**src/hdl/cws_pkg.sv**
```systemverilog
// shared types, constants and codes for the comment and whitespace stripper
// no dependencies; used by cws_step, cws_result_fifo and the top level
package cws_pkg;

  localparam logic [7:0] CH_QUOTE = 8'h22;
  localparam logic [7:0] CH_NL    = 8'h0a;
  localparam logic [7:0] CH_PCT   = 8'h25;
  localparam logic [7:0] CH_SLASH = 8'h2f;
  localparam logic [7:0] CH_STAR  = 8'h2a;
  localparam logic [7:0] CH_SPACE = 8'h20;
  localparam logic [7:0] CH_HIGH  = 8'h80;
  localparam logic [7:0] CH_LOW_A = 8'h61;
  localparam logic [7:0] CH_LOW_Z = 8'h7a;
  localparam logic [7:0] CASE_MASK = 8'hdf;

  localparam int FIFO_DEPTH = 4;
  localparam int FIFO_PTR_W = $clog2(FIFO_DEPTH);
  localparam int FIFO_CNT_W = $clog2(FIFO_DEPTH + 1);

  typedef enum logic [2:0] {
    MODE_NORMAL     = 3'd0,
    MODE_SLASH      = 3'd1,
    MODE_BLOCK      = 3'd2,
    MODE_BLOCK_STAR = 3'd3,
    MODE_LINE       = 3'd4,
    MODE_STRING     = 3'd5,
    MODE_STR_ESC    = 3'd6
  } mode_t;

  typedef struct packed {
    logic [7:0] kept_byte;
    logic       has_byte;
    logic       final_result;
  } result_t;

  typedef struct packed {
    logic [1:0] count;
    result_t    res0;
    result_t    res1;
    mode_t      mode_next;
  } step_out_t;

endpackage

```
**src/hdl/cws_step.sv**
```systemverilog
// combinational scan step: one text byte and the scan mode in, up to two results out
// depends on cws_pkg
module cws_step (
  input  cws_pkg::mode_t     mode,
  input  logic [7:0]         text_byte,
  input  logic               end_of_text,
  output cws_pkg::step_out_t step
);

  logic           lead_slash;
  logic           keep_byte;
  logic           tail_slash;
  logic           run_normal;
  logic [7:0]     out_byte;
  cws_pkg::mode_t mode_mid;
  cws_pkg::result_t slash_res;
  cws_pkg::result_t byte_res;
  logic [1:0]     total;

  always_comb begin
    lead_slash = 1'b0;
    run_normal = 1'b0;
    keep_byte  = 1'b0;
    out_byte   = text_byte;
    mode_mid   = mode;
    unique case (mode)
      cws_pkg::MODE_SLASH: begin
        if (text_byte == cws_pkg::CH_STAR) begin
          mode_mid = cws_pkg::MODE_BLOCK;
        end else if (text_byte == cws_pkg::CH_SLASH) begin
          mode_mid = cws_pkg::MODE_LINE;
        end else begin
          lead_slash = 1'b1;
          run_normal = 1'b1;
        end
      end
      cws_pkg::MODE_BLOCK: begin
        if (text_byte == cws_pkg::CH_STAR) mode_mid = cws_pkg::MODE_BLOCK_STAR;
      end
      cws_pkg::MODE_BLOCK_STAR: begin
        if (text_byte == cws_pkg::CH_SLASH) begin
          mode_mid = cws_pkg::MODE_NORMAL;
        end else if (text_byte != cws_pkg::CH_STAR) begin
          mode_mid = cws_pkg::MODE_BLOCK;
        end
      end
      cws_pkg::MODE_LINE: begin
        if (text_byte == cws_pkg::CH_NL) mode_mid = cws_pkg::MODE_NORMAL;
      end
      cws_pkg::MODE_STRING: begin
        keep_byte = 1'b1;
        if (text_byte == cws_pkg::CH_QUOTE) begin
          mode_mid = cws_pkg::MODE_NORMAL;
        end else if (text_byte == cws_pkg::CH_PCT) begin
          mode_mid = cws_pkg::MODE_STR_ESC;
        end
      end
      cws_pkg::MODE_STR_ESC: begin
        keep_byte = 1'b1;
        mode_mid  = cws_pkg::MODE_STRING;
      end
      default: begin
        run_normal = 1'b1;
      end
    endcase

    // plain text handling, also reached after a released slash
    if (run_normal) begin
      mode_mid = cws_pkg::MODE_NORMAL;
      if (text_byte <= cws_pkg::CH_SPACE || text_byte >= cws_pkg::CH_HIGH) begin
        keep_byte = 1'b0;
      end else if (text_byte == cws_pkg::CH_SLASH) begin
        mode_mid = cws_pkg::MODE_SLASH;
      end else if (text_byte == cws_pkg::CH_QUOTE) begin
        keep_byte = 1'b1;
        mode_mid  = cws_pkg::MODE_STRING;
      end else begin
        keep_byte = 1'b1;
        if (text_byte >= cws_pkg::CH_LOW_A && text_byte <= cws_pkg::CH_LOW_Z) begin
          out_byte = text_byte & cws_pkg::CASE_MASK;
        end
      end
    end

    tail_slash = end_of_text && (mode_mid == cws_pkg::MODE_SLASH);

    slash_res = '{kept_byte: cws_pkg::CH_SLASH, has_byte: 1'b1, final_result: 1'b0};
    byte_res  = '{kept_byte: out_byte, has_byte: 1'b1, final_result: 1'b0};

    // a kept byte and a flushed slash never occur together
    total = {1'b0, lead_slash} + {1'b0, keep_byte} + {1'b0, tail_slash};

    step.res0 = '0;
    step.res1 = '0;
    if (lead_slash) begin
      step.res0 = slash_res;
      if (keep_byte) step.res1 = byte_res;
      else if (tail_slash) step.res1 = slash_res;
    end else if (keep_byte) begin
      step.res0 = byte_res;
    end else if (tail_slash) begin
      step.res0 = slash_res;
    end

    step.count = total;
    if (end_of_text) begin
      if (total == 2'd2) begin
        step.res1.final_result = 1'b1;
      end else begin
        step.count             = 2'd1;
        step.res0.final_result = 1'b1;
      end
    end

    step.mode_next = end_of_text ? cws_pkg::MODE_NORMAL : mode_mid;
  end

endmodule

```
**src/hdl/cws_result_fifo.sv**
```systemverilog
// small result queue: takes up to two results a cycle, gives one a cycle while rd_ready is high
// depends on cws_pkg
module cws_result_fifo (
  input  logic             clk,
  input  logic             rst,
  input  logic [1:0]       wr_count,
  input  cws_pkg::result_t wr_res0,
  input  cws_pkg::result_t wr_res1,
  output logic             room_for_two,
  output logic             rd_valid,
  input  logic             rd_ready,
  output cws_pkg::result_t rd_res,
  output logic [cws_pkg::FIFO_CNT_W-1:0] fill
);

  cws_pkg::result_t entries [cws_pkg::FIFO_DEPTH];
  logic [cws_pkg::FIFO_PTR_W-1:0] wr_ptr, rd_ptr;
  logic [cws_pkg::FIFO_CNT_W-1:0] fill_next;
  logic rd_take;

  assign rd_valid     = (fill != '0);
  assign rd_res       = entries[rd_ptr];
  assign rd_take      = rd_valid && rd_ready;
  assign room_for_two = fill <= cws_pkg::FIFO_CNT_W'(cws_pkg::FIFO_DEPTH - 2);
  assign fill_next    = fill + cws_pkg::FIFO_CNT_W'(wr_count)
                      - cws_pkg::FIFO_CNT_W'(rd_take);

  always_ff @(posedge clk) begin
    if (wr_count != 2'd0) entries[wr_ptr] <= wr_res0;
    if (wr_count == 2'd2) entries[wr_ptr + cws_pkg::FIFO_PTR_W'(1)] <= wr_res1;
  end

  always_ff @(posedge clk) begin
    if (rst) begin
      wr_ptr <= '0;
      rd_ptr <= '0;
      fill   <= '0;
    end else begin
      wr_ptr <= wr_ptr + cws_pkg::FIFO_PTR_W'(wr_count);
      rd_ptr <= rd_ptr + cws_pkg::FIFO_PTR_W'(rd_take);
      fill   <= fill_next;
    end
  end

endmodule

```
**src/hdl/comment_whitespace_stripper_unit.sv**
```systemverilog
// top level of the comment and whitespace stripper: input register, scan step, result queue
// depends on cws_pkg, cws_step and cws_result_fifo
//
//   channel   | direction | tdata           | tuser    | tlast
//   s_axis    | in        | text_byte[7:0]  | -        | end_of_text
//   m_axis    | out       | kept_byte[7:0]  | has_byte | final_result
//
// one text byte a cycle is taken while the queue has room; a byte gives zero, one or two output transactions
// when the queue is empty, a byte passes the input register and then the queue before its first output
// throughput is set by the output side: one result a cycle while m_axis_tready is high, out of a four-entry queue
// a byte leaves the input register only when the queue has room for two results
// rst is synchronous: scan mode returns to normal text, the input register and the queue empty
module comment_whitespace_stripper_unit (
  input  logic       clk,
  input  logic       rst,
  input  logic       s_axis_tvalid,
  output logic       s_axis_tready,
  input  logic [7:0] s_axis_tdata,   // [7:0] text_byte
  input  logic       s_axis_tlast,
  output logic       m_axis_tvalid,
  input  logic       m_axis_tready,
  output logic [7:0] m_axis_tdata,   // [7:0] kept_byte
  output logic       m_axis_tuser,   // [0] has_byte
  output logic       m_axis_tlast
);

  // input register
  logic       in_valid;
  logic [7:0] in_byte;
  logic       in_last;

  // scan state, updated once per processed byte
  cws_pkg::mode_t mode;

  cws_pkg::step_out_t step;
  cws_pkg::result_t   out_res;
  logic               room_for_two;
  logic               advance;
  logic [1:0]         wr_count;
  logic [cws_pkg::FIFO_CNT_W-1:0] fill;

  // the held byte is consumed when the queue can take its worst case
  assign advance       = in_valid && room_for_two;
  assign s_axis_tready = !in_valid || advance;
  assign wr_count      = advance ? step.count : 2'd0;

  always_ff @(posedge clk) begin
    if (rst) begin
      in_valid <= 1'b0;
    end else if (s_axis_tvalid && s_axis_tready) begin
      in_valid <= 1'b1;
    end else if (advance) begin
      in_valid <= 1'b0;
    end
  end

  // payload needs no reset
  always_ff @(posedge clk) begin
    if (s_axis_tvalid && s_axis_tready) begin
      in_byte <= s_axis_tdata;
      in_last <= s_axis_tlast;
    end
  end

  always_ff @(posedge clk) begin
    if (rst) begin
      mode <= cws_pkg::MODE_NORMAL;
    end else if (advance) begin
      mode <= step.mode_next;
    end
  end

  cws_step u_step (
    .mode        (mode),
    .text_byte   (in_byte),
    .end_of_text (in_last),
    .step        (step)
  );

  cws_result_fifo u_fifo (
    .clk          (clk),
    .rst          (rst),
    .wr_count     (wr_count),
    .wr_res0      (step.res0),
    .wr_res1      (step.res1),
    .room_for_two (room_for_two),
    .rd_valid     (m_axis_tvalid),
    .rd_ready     (m_axis_tready),
    .rd_res       (out_res),
    .fill         (fill)
  );

  assign m_axis_tdata = out_res.kept_byte;
  assign m_axis_tuser = out_res.has_byte;
  assign m_axis_tlast = out_res.final_result;

`ifndef SYNTH
  // the queue never overflows its depth
  a_fill_bound: assert property (@(posedge clk) disable iff (rst)
    fill <= cws_pkg::FIFO_CNT_W'(cws_pkg::FIFO_DEPTH))
    else $error("result queue overfilled");

  // the last byte of a text always yields at least one result
  a_last_yields: assert property (@(posedge clk) disable iff (rst)
    (advance && in_last) |-> (step.count != 2'd0))
    else $error("end of text gave no result");

  // after the last byte the scanner is back in normal text
  a_mode_after_last: assert property (@(posedge clk) disable iff (rst)
    (advance && in_last) |=> (mode == cws_pkg::MODE_NORMAL))
    else $error("scan mode not normal after end of text");

  // an empty result is only ever the final marker
  a_empty_is_final: assert property (@(posedge clk) disable iff (rst)
    (m_axis_tvalid && !m_axis_tuser) |-> (m_axis_tlast && m_axis_tdata == 8'h00))
    else $error("empty result without end marker");
`endif

endmodule

```
**config.mk**
```make
export PLATFORM = sky130hd
export DESIGN_NAME = comment_whitespace_stripper_unit
export DESIGN_NICKNAME = d
export VERILOG_FILES = /design/src/hdl/cws_pkg.sv /design/src/hdl/cws_step.sv /design/src/hdl/cws_result_fifo.sv /design/src/hdl/comment_whitespace_stripper_unit.sv
export SDC_FILE = /design/constraint.sdc
export NUM_CORES = 1
export LEC_CHECK = 0
export BUFFER_PORTS_ARGS = -buffer_cell sky130_fd_sc_hd__buf_2
export CAP_MARGIN = 20
export CORE_ASPECT_RATIO = 1.25
export CORE_MARGIN = 10
export CORE_UTILIZATION = 59
export DETAILED_ROUTE_END_ITERATION = 10
export PLACE_DENSITY = 0.82
export RECOVER_POWER = 100
export SETUP_SLACK_MARGIN = 0.5
export SYNTH_ARGS = -nofsm -noshare
export SYNTH_HDL_FRONTEND = slang
export SYNTH_HIERARCHICAL = 1
export SYNTH_SLANG_ARGS = --single-unit
```
**constraint.sdc**
```tcl
create_clock -name clk -period 8.27 [get_ports clk]
set_clock_uncertainty 0.05 [all_clocks]
set_input_delay 1.2405 -clock clk [delete_from_list [all_inputs] [get_ports clk]]
set_output_delay 1.2405 -clock clk [all_outputs]
set_load 0.03 [all_outputs]
```
==> metrics.md, run 1 <==
| Metric | Value |
|---|---|
| Cells after DPL | `365` |
| Post-DR vias/cell | `5.919` |
| Largest net degree at the start of global routing | `17` |
| CTS buffer count | `9` |
| Worst skew pair latency | `approximately 0.34 ns` |
| Total track usage | `14.69%` |
| Final Total Pwr | `~0.00083 W` |
| Peak Freq | `0.1954 GHz` |
| CP Launch Type | `flip-flop` |
| Area Growth Syn to Fin | `3.629%` |
| Leakage Power | `between 1 and 1.5 nW` |
| Crit path required time | `8.31 ns` |
| First-pass GRT wire length | `11.48 mm` |
| Clk network pwr share | `29.8%` |
| Power per Cell Area | `roughly 220 nW/um2` |
| Area after DPL | `approximately 3700 um2` |
| Initial Util | `between 60% and 70%` |
| Fin cells | `roughly 380` |
| Largest stage delay, worst path | `0.69 ns` |
| Die Ht | `108.0 um` |
| Max-cap viol count | `0` |
| Post-CTS setup buffer count | `0` |
| Net switching power | `0.0002505 W` |
| Async S/R FF share, synth | `0%` |
| VDD IR-drop max | `between 100 and 150 uV` |
| Worst Tran Pin Value | `1.046 ns` |
| Final Util | `62.23%` |
| Longest Clk Path Bufs | `2` |
| Routability cong. | `0.8467` |
| CTS Root Cell | `clkbuf_8` |
| Sink Count | `60` |
| #FFs+latches synth | `60` |
| Core Area | `6086 um2` |
| Gate power share | `23.3%` |
| Area share of the largest cell type after synthesis | `40.26%` |
| Internal power | `0.0005789 W` |
| Main flop type after synthesis | `edfxtp_1` |
| Layout cells sized above 1 | `22.82%` |
| Part of the power in registers | `between 40% and 50%` |
| Port buffer count | `24` |
| Design area | `3787 um2` |
| Top cells by area, synth | `edfxtp_1, mux2_4, mux2_2, mux4_2, dfxtp_1` |
| HP Class | `reg2reg` |
| Final Max Slew Viols | `0` |
| Post-synthesis sequential area ratio | `between 40 and 50%` |
| Crit-path cells | `nor4b_1, and3_1, a21oi_1, nor3b_1, fa_1, a21o_1, and3_1, nor4b_1, clkbuf_1, mux2_2` |
| EDFF count, synth | `49` |
| RSZ-0062 raised after global routing | `false` |
| Crit path time final | `5.118 ns` |
| Crit path max fanout | `10` |
| Worst rel slew slack | `30.25%` |
| Outcome | `finished, final reports clean` |
| # setup viols final | `0` |
| Fin nets | `311` |
| TritonCTS clock tree | `done` |
| Sw frac | `30.20%` |
| Synth cell types | `between 60 and 70` |
| Hold buffers post-CTS | `0` |
| Final hold vios | `0` |
| Mapped Nets | `294` |
| CP Capture Type | `flip-flop` |
| Via count | `2267` |
| Synthesized area per cell | `13.24 um2` |
| Final period util | `61.89%` |
| Yosys top cell by area | `edfxtp_1` |
| Crit path DAT | `a little over 5 ns` |
| WS Path Type | `reg2reg` |
| Vias in the first global route | `2201` |
| Post-DP HPWL | `4.871 mm` |
| Drt total wl | `around 6.7 mm` |
| Post-cts sizing count | `0` |
| Inserted Diodes | `0` |
| Yosys Warn Count | `6` |
| Total Neg Setup Slack | `0 ns` |
| Mapped Area | `between 3000 and 4000 um2` |
| Die area | `a little under 10000 um2` |
| Ports | `25` |
| CTS H-tree depth | `3` |
| Cells after Synth | `276` |
| Initial antenna violation count | `0` |
| Die Span X | `~90 um` |
| Post-DRT Antenna Nets | `0` |
| DR WL/cell | `17.58 um` |
| Grt ovf | `0` |
| Clk slew on worst S/H paths | `around 0.060 ns` |
| DRC | `0` |
| Pre-antenna DRT Iters | `4` |
| FP Rows | `32` |
| Starting DRT DRC Count | `196` |
| Crit-path slowest cell | `nor3b_1` |
[kinds of logic after synthesis]
kind of cell / after synthesis / share of synthesized area [%]
mux: 54 / 21.71
flops: 60 / 46.29
fa+ha+maj: 5 / 2.123
xor+xnor: 2 / 1.267
buf+inv: 30 / 5.409
other cells: 1 / 0.1026
simple gates: 80 / 13.76
compound gates: 44 / 9.347
[sequential cells by signal (all words and copies together) (netlist names)]
register and cells:
u_fifo/fill 3, u_fifo/wr_ptr 2, in_valid 1, u_fifo/rd_ptr 2
mode 3, in_byte 8, in_last 1, u_fifo/entries 40
[cells in the mapped netlist (3+ instances only)]
library cell / n
and2_1: 4
nor3_1: 3
a21bo_1: 3
mux4_2: 10
edfxtp_1: 49
a31oi_1: 3
nand2_1: 5
inv_1: 9
or2_2: 3
buf_2: 6
nand3_1: 4
buf_4: 3
a311oi_1: 3
ha_1: 3
nor2b_1: 6
clkbuf_1: 5
a21oi_1: 11
a221oi_1: 3
nor2_1: 20
mux2_4: 20
buf_6: 5
mux2_2: 22
dfxtp_1: 11
and3_1: 9
nand4_1: 3
and3_2: 4
[per-layer routing]
layer,part of all wire (%),routed length [um],vias up,GRT usage (%)
li1,-,-,1099,-
met1,45,3012,1078,18.53
met2,49,3300,82,23.28
met3,5.4,366,8,3.814
met4,0.82,55,0,6.948
met5,0,0,-,0
[path summary, 6_finish.rpt]
kind / start / end / slack, ns / depth (start not counted)
max: in_byte[4] / u_fifo/entries[1][8] / 3.15 / 10
max reg2reg: in_byte[4] / u_fifo/entries[1][8] / 3.15 / 10
min: in_valid / mode[1] / 0.54 / 2
min reg2reg: in_valid / mode[1] / 0.54 / 2
[placed cells by master, fill, tap and decap left out, types with 3 or more instances in the layout]
| cell | n |
|---|---|
| nor2b_1 | 6 |
| dfxtp_1 | 11 |
| and3_1 | 11 |
| clkbuf_8 | 9 |
| a21oi_1 | 11 |
| mux2_1 | 22 |
| a311oi_1 | 3 |
| or2_2 | 3 |
| nand4_1 | 3 |
| buf_2 | 12 |
| edfxtp_1 | 49 |
| mux4_2 | 10 |
| and2_1 | 3 |
| nand3_1 | 4 |
| clkbuf_1 | 15 |
| nor2_1 | 20 |
| a21bo_1 | 3 |
| nand2_1 | 5 |
| mux2_2 | 20 |
| a31oi_1 | 3 |
| a221oi_1 | 3 |
| inv_1 | 10 |
| ha_1 | 3 |
| nor3_1 | 3 |
| nand2b_1 | 3 |
[worst max-delay path: cells and delay by family (launching register included)]
kind | cells | cell delay (ns)
mux | 1 | 0.40
simple gates | 5 | 2.64
fa+ha+maj | 1 | 0.58
compound gates | 2 | 0.30
buf+inv | 1 | 0.44
flops | 1 | 0.47
[metrics by stage]
| step | hold slack [ns] | setup slack, ns |
|---|---|---|
| global placement | 0.5439 | 3.980 |
| global route | 0.5877 | 2.814 |
| CTS | 0.5629 | 3.796 |
| floorplan | 0.4860 | 4.455 |
| detailed placement | 0.5555 | 3.788 |
| finish | 0.5410 | 3.152 |
[power by group through the flow]
stage               Combinational, W  Sequential (W)  Clock, W
floorplan                   0.000192        0.000374         0
global placement            0.000205        0.000394         0
detailed placement          0.000209        0.000396         0
CTS                         0.000210        0.000390  0.000254
global route                0.000212        0.000394  0.000269
finish                      0.000194        0.000388  0.000248
[cell type report]
| class | count | area, um2 |
|---|---|---|
| Tap cell | 85 | 106.4 |
| Fill cell | 508 | 2298 |
| Timing Repair Buffer | 26 | 112.6 |
| Clock inverter | 6 | 55.05 |
| Inverter | 10 | 37.54 |
| Sequential cell | 60 | 1692 |
| Multi-Input combinational cell | 186 | 1657 |
| Clock buffer | 10 | 127.6 |
No activity file was read; power rests on OpenSTA's default activity.
==> run 2: changes to the inputs <==
--- a/config.mk
+++ b/config.mk
@@ -9,9 +9,9 @@
 export CAP_MARGIN = 20
 export CORE_ASPECT_RATIO = 1.25
 export CORE_MARGIN = 10
-export CORE_UTILIZATION = 59
+export CORE_UTILIZATION = 55
 export DETAILED_ROUTE_END_ITERATION = 10
-export PLACE_DENSITY = 0.82
+export PLACE_DENSITY = 0.8
 export RECOVER_POWER = 100
 export SETUP_SLACK_MARGIN = 0.5
 export SYNTH_ARGS = -nofsm -noshare
==> constraint.sdc (replaced) <==
create_clock -name clk -period 4.3 [get_ports clk]
set_clock_uncertainty 0.05 [all_clocks]
set_input_delay 0.645 -clock clk [delete_from_list [all_inputs] [get_ports clk]]
set_output_delay 0.645 -clock clk [all_outputs]
set_load 0.03 [all_outputs]
==> run 2 against run 1 <==
  * Sequential cell count unchanged
  * Highest routed layer unchanged
  * Hold slack got worse by 0.12 ns
  * Total power increased by 100%
  * Utilization increased by 0.10 points
  * Sequential power increased by 92%
==> metrics.md, run 2 (same netlist as run 1, synthesis figures left out) <==
| Metric | Value |
|---|---|
| Post-DP HPWL | `4.721 mm` |
| Biggest regs | `u_fifo/entries x40, in_byte x8` |
| Largest register FFs | `40` |
| CP Launch Type | `flip-flop` |
| Worst skew pair latency | `between 0.3 and 0.4 ns` |
| Final Total Pwr | `0.001692 W` |
| Core Area | `around 6500 um2` |
| Peak Freq | `between 0.2 and 0.3 GHz` |
| Post-DRT Antenna Nets | `0` |
| Worst rel slew slack | `around half` |
| Post-DR vias/cell | `5.919` |
| First-pass GRT wire length | `11.35 mm` |
| Crit path max fanout | `16` |
| CTS buffer count | `9` |
| Crit path time final | `about 3.8 ns` |
| Outcome | `finished, final reports clean` |
| Sink Count | `60` |
| DR WL/cell | `17.83 um` |
| Routability cong. | `0.8159` |
| Area Growth Syn to Fin | `11.26%` |
| FP Rows | `33` |
| # setup viols final | `0` |
| Ports | `25` |
| Max-cap viol count | `0` |
| Crit path required time | `4.34 ns` |
| Worst hold slack | `0.4239 ns` |
| CP Capture Type | `flip-flop` |
| Clk network pwr share | `a little under a third` |
| Final hold vios | `0` |
| Net switching power | `0.0004970 W` |
| Sw frac | `about 30%` |
| Most flops, register | `u_fifo/entries` |
| Clk slew on worst S/H paths | `0.07 ns` |
| Total Neg Setup Slack | `0 ns` |
| Leakage Power | `1.551 nW` |
| Starting DRT DRC Count | `162` |
| Grt ovf | `0` |
| Layout cells sized above 1 | `about a third` |
| CTS Root Cell | `clkbuf_8` |
| Most frequent cells in the layout | `edfxtp_1, mux2_2, nor2_1, buf_4, clkbuf_1` |
| HP Class | `in2reg` |
| Area after DPL | `3795 um2` |
| Place WS | `0.1498 ns` |
| VDD IR-drop max | `204.1 uV` |
| Die Span X | `92.91 um` |
| Longest Clk Path Bufs | `2` |
| RSZ-0062 raised after global routing | `false` |
| Part of the power in registers | `44.0%` |
| TritonCTS clock tree | `done` |
| Vias in the first global route | `2319` |
| Inserted Diodes | `0` |
| Post-route worst setup slack | `between 0.4 and 0.5 ns` |
| Initial antenna violation count | `0` |
| Most common cell after layout, fill and taps aside | `edfxtp_1` |
| Pre-antenna DRT Iters | `6` |
| Die Ht | `around 110 um` |
| Hold buffers post-CTS | `0` |
| Via count | `2397` |
| DRC | `0` |
| Drt total wl | `7.222 mm` |
| Total track usage | `a little over an eighth` |
| CTS H-tree depth | `3` |
| Port buffer count | `24` |
| Internal power | `0.001195 W` |
| Fin nets | `331` |
| Largest net degree at the start of global routing | `17` |
| Initial Util | `a little under three fifths` |
| Gate power share | `approximately a quarter` |
| Design area | `4066 um2` |
| Power per Cell Area | `416.0 nW/um2` |
| Final Max Slew Viols | `0` |
| Crit path DAT | `3.86 ns` |
| WS Path Type | `reg2reg` |
| Die area | `10330 um2` |
| Final period util | `88.84%` |
| Worst Tran Pin Value | `about 0.76 ns` |
## run 2: through the flow
stage	util, %	cells
after floorplan	-	276
after global placement	58.17	376
after detailed placement	58.17	376
after CTS	61.72	393
after global routing	62.33	405
final	62.33	405
## run 2: cell type report
type,instances,area [um2]
clock buffer,10,127.6
inverter,10,37.54
clock inverter,6,78.83
timing repair buffer,46,259.0
multi-input combinational,186,1762
fill,532,2457
sequential,60,1693
tap,87,108.9
## run 2: power by group through the flow
stage,logic [W],clock network [W],registers (W)
2_1_floorplan,0.000369,0,0.000720
3_3_place_gp,0.000408,0,0.000755
3_5_place_dp,0.000414,0,0.000759
4_1_cts,0.000419,0.000543,0.000747
5_1_grt,0.000446,0.000571,0.000752
6_report,0.000411,0.000537,0.000744
## run 2: metal layers
| layer | GRT usage (%) | vias up | routed length (um) |
|---|---|---|---|
| met2 | 22.11 | 87 | 3539 |
| met4 | 5.567 | 0 | 145 |
| met1 | 16.49 | 1151 | 3115 |
| met3 | 4.065 | 18 | 422 |
| met5 | 0 | - | 0 |
| li1 | - | 1141 | - |
## run 2: critical path, cell delays in order, from the launching register on
cell and delay [ns]:
edfxtp_1 0.43, clkbuf_1 0.22, nor2_1 0.42, a311oi_1 0.21, o21a_4 0.28, fa_1 0.49
a21o_1 0.17, and3_1 0.28, and4bb_1 0.30, clkbuf_2 0.35, mux2_1 0.36
## run 2: path summary, 6_finish.rpt
check                                      from                   end  cells after the start  slack [ns]
worst max-delay path                 in_byte[0]  u_fifo/entries[3][5]                     10        0.48
worst min-delay path            s_axis_tdata[1]            in_byte[1]                      1        0.42
worst max register to register       in_byte[0]  u_fifo/entries[3][5]                     10        0.48
worst min register to register         in_valid               mode[0]                      2        0.54
## run 2: repair_timing
action                                  CTS  global route
resized for setup                         3             9
hold endpoints to repair                  0             0
buffers inserted                          1            11
endpoints found under the setup margin   52            42
pin swaps                                 2             1
gates cloned                              0             1
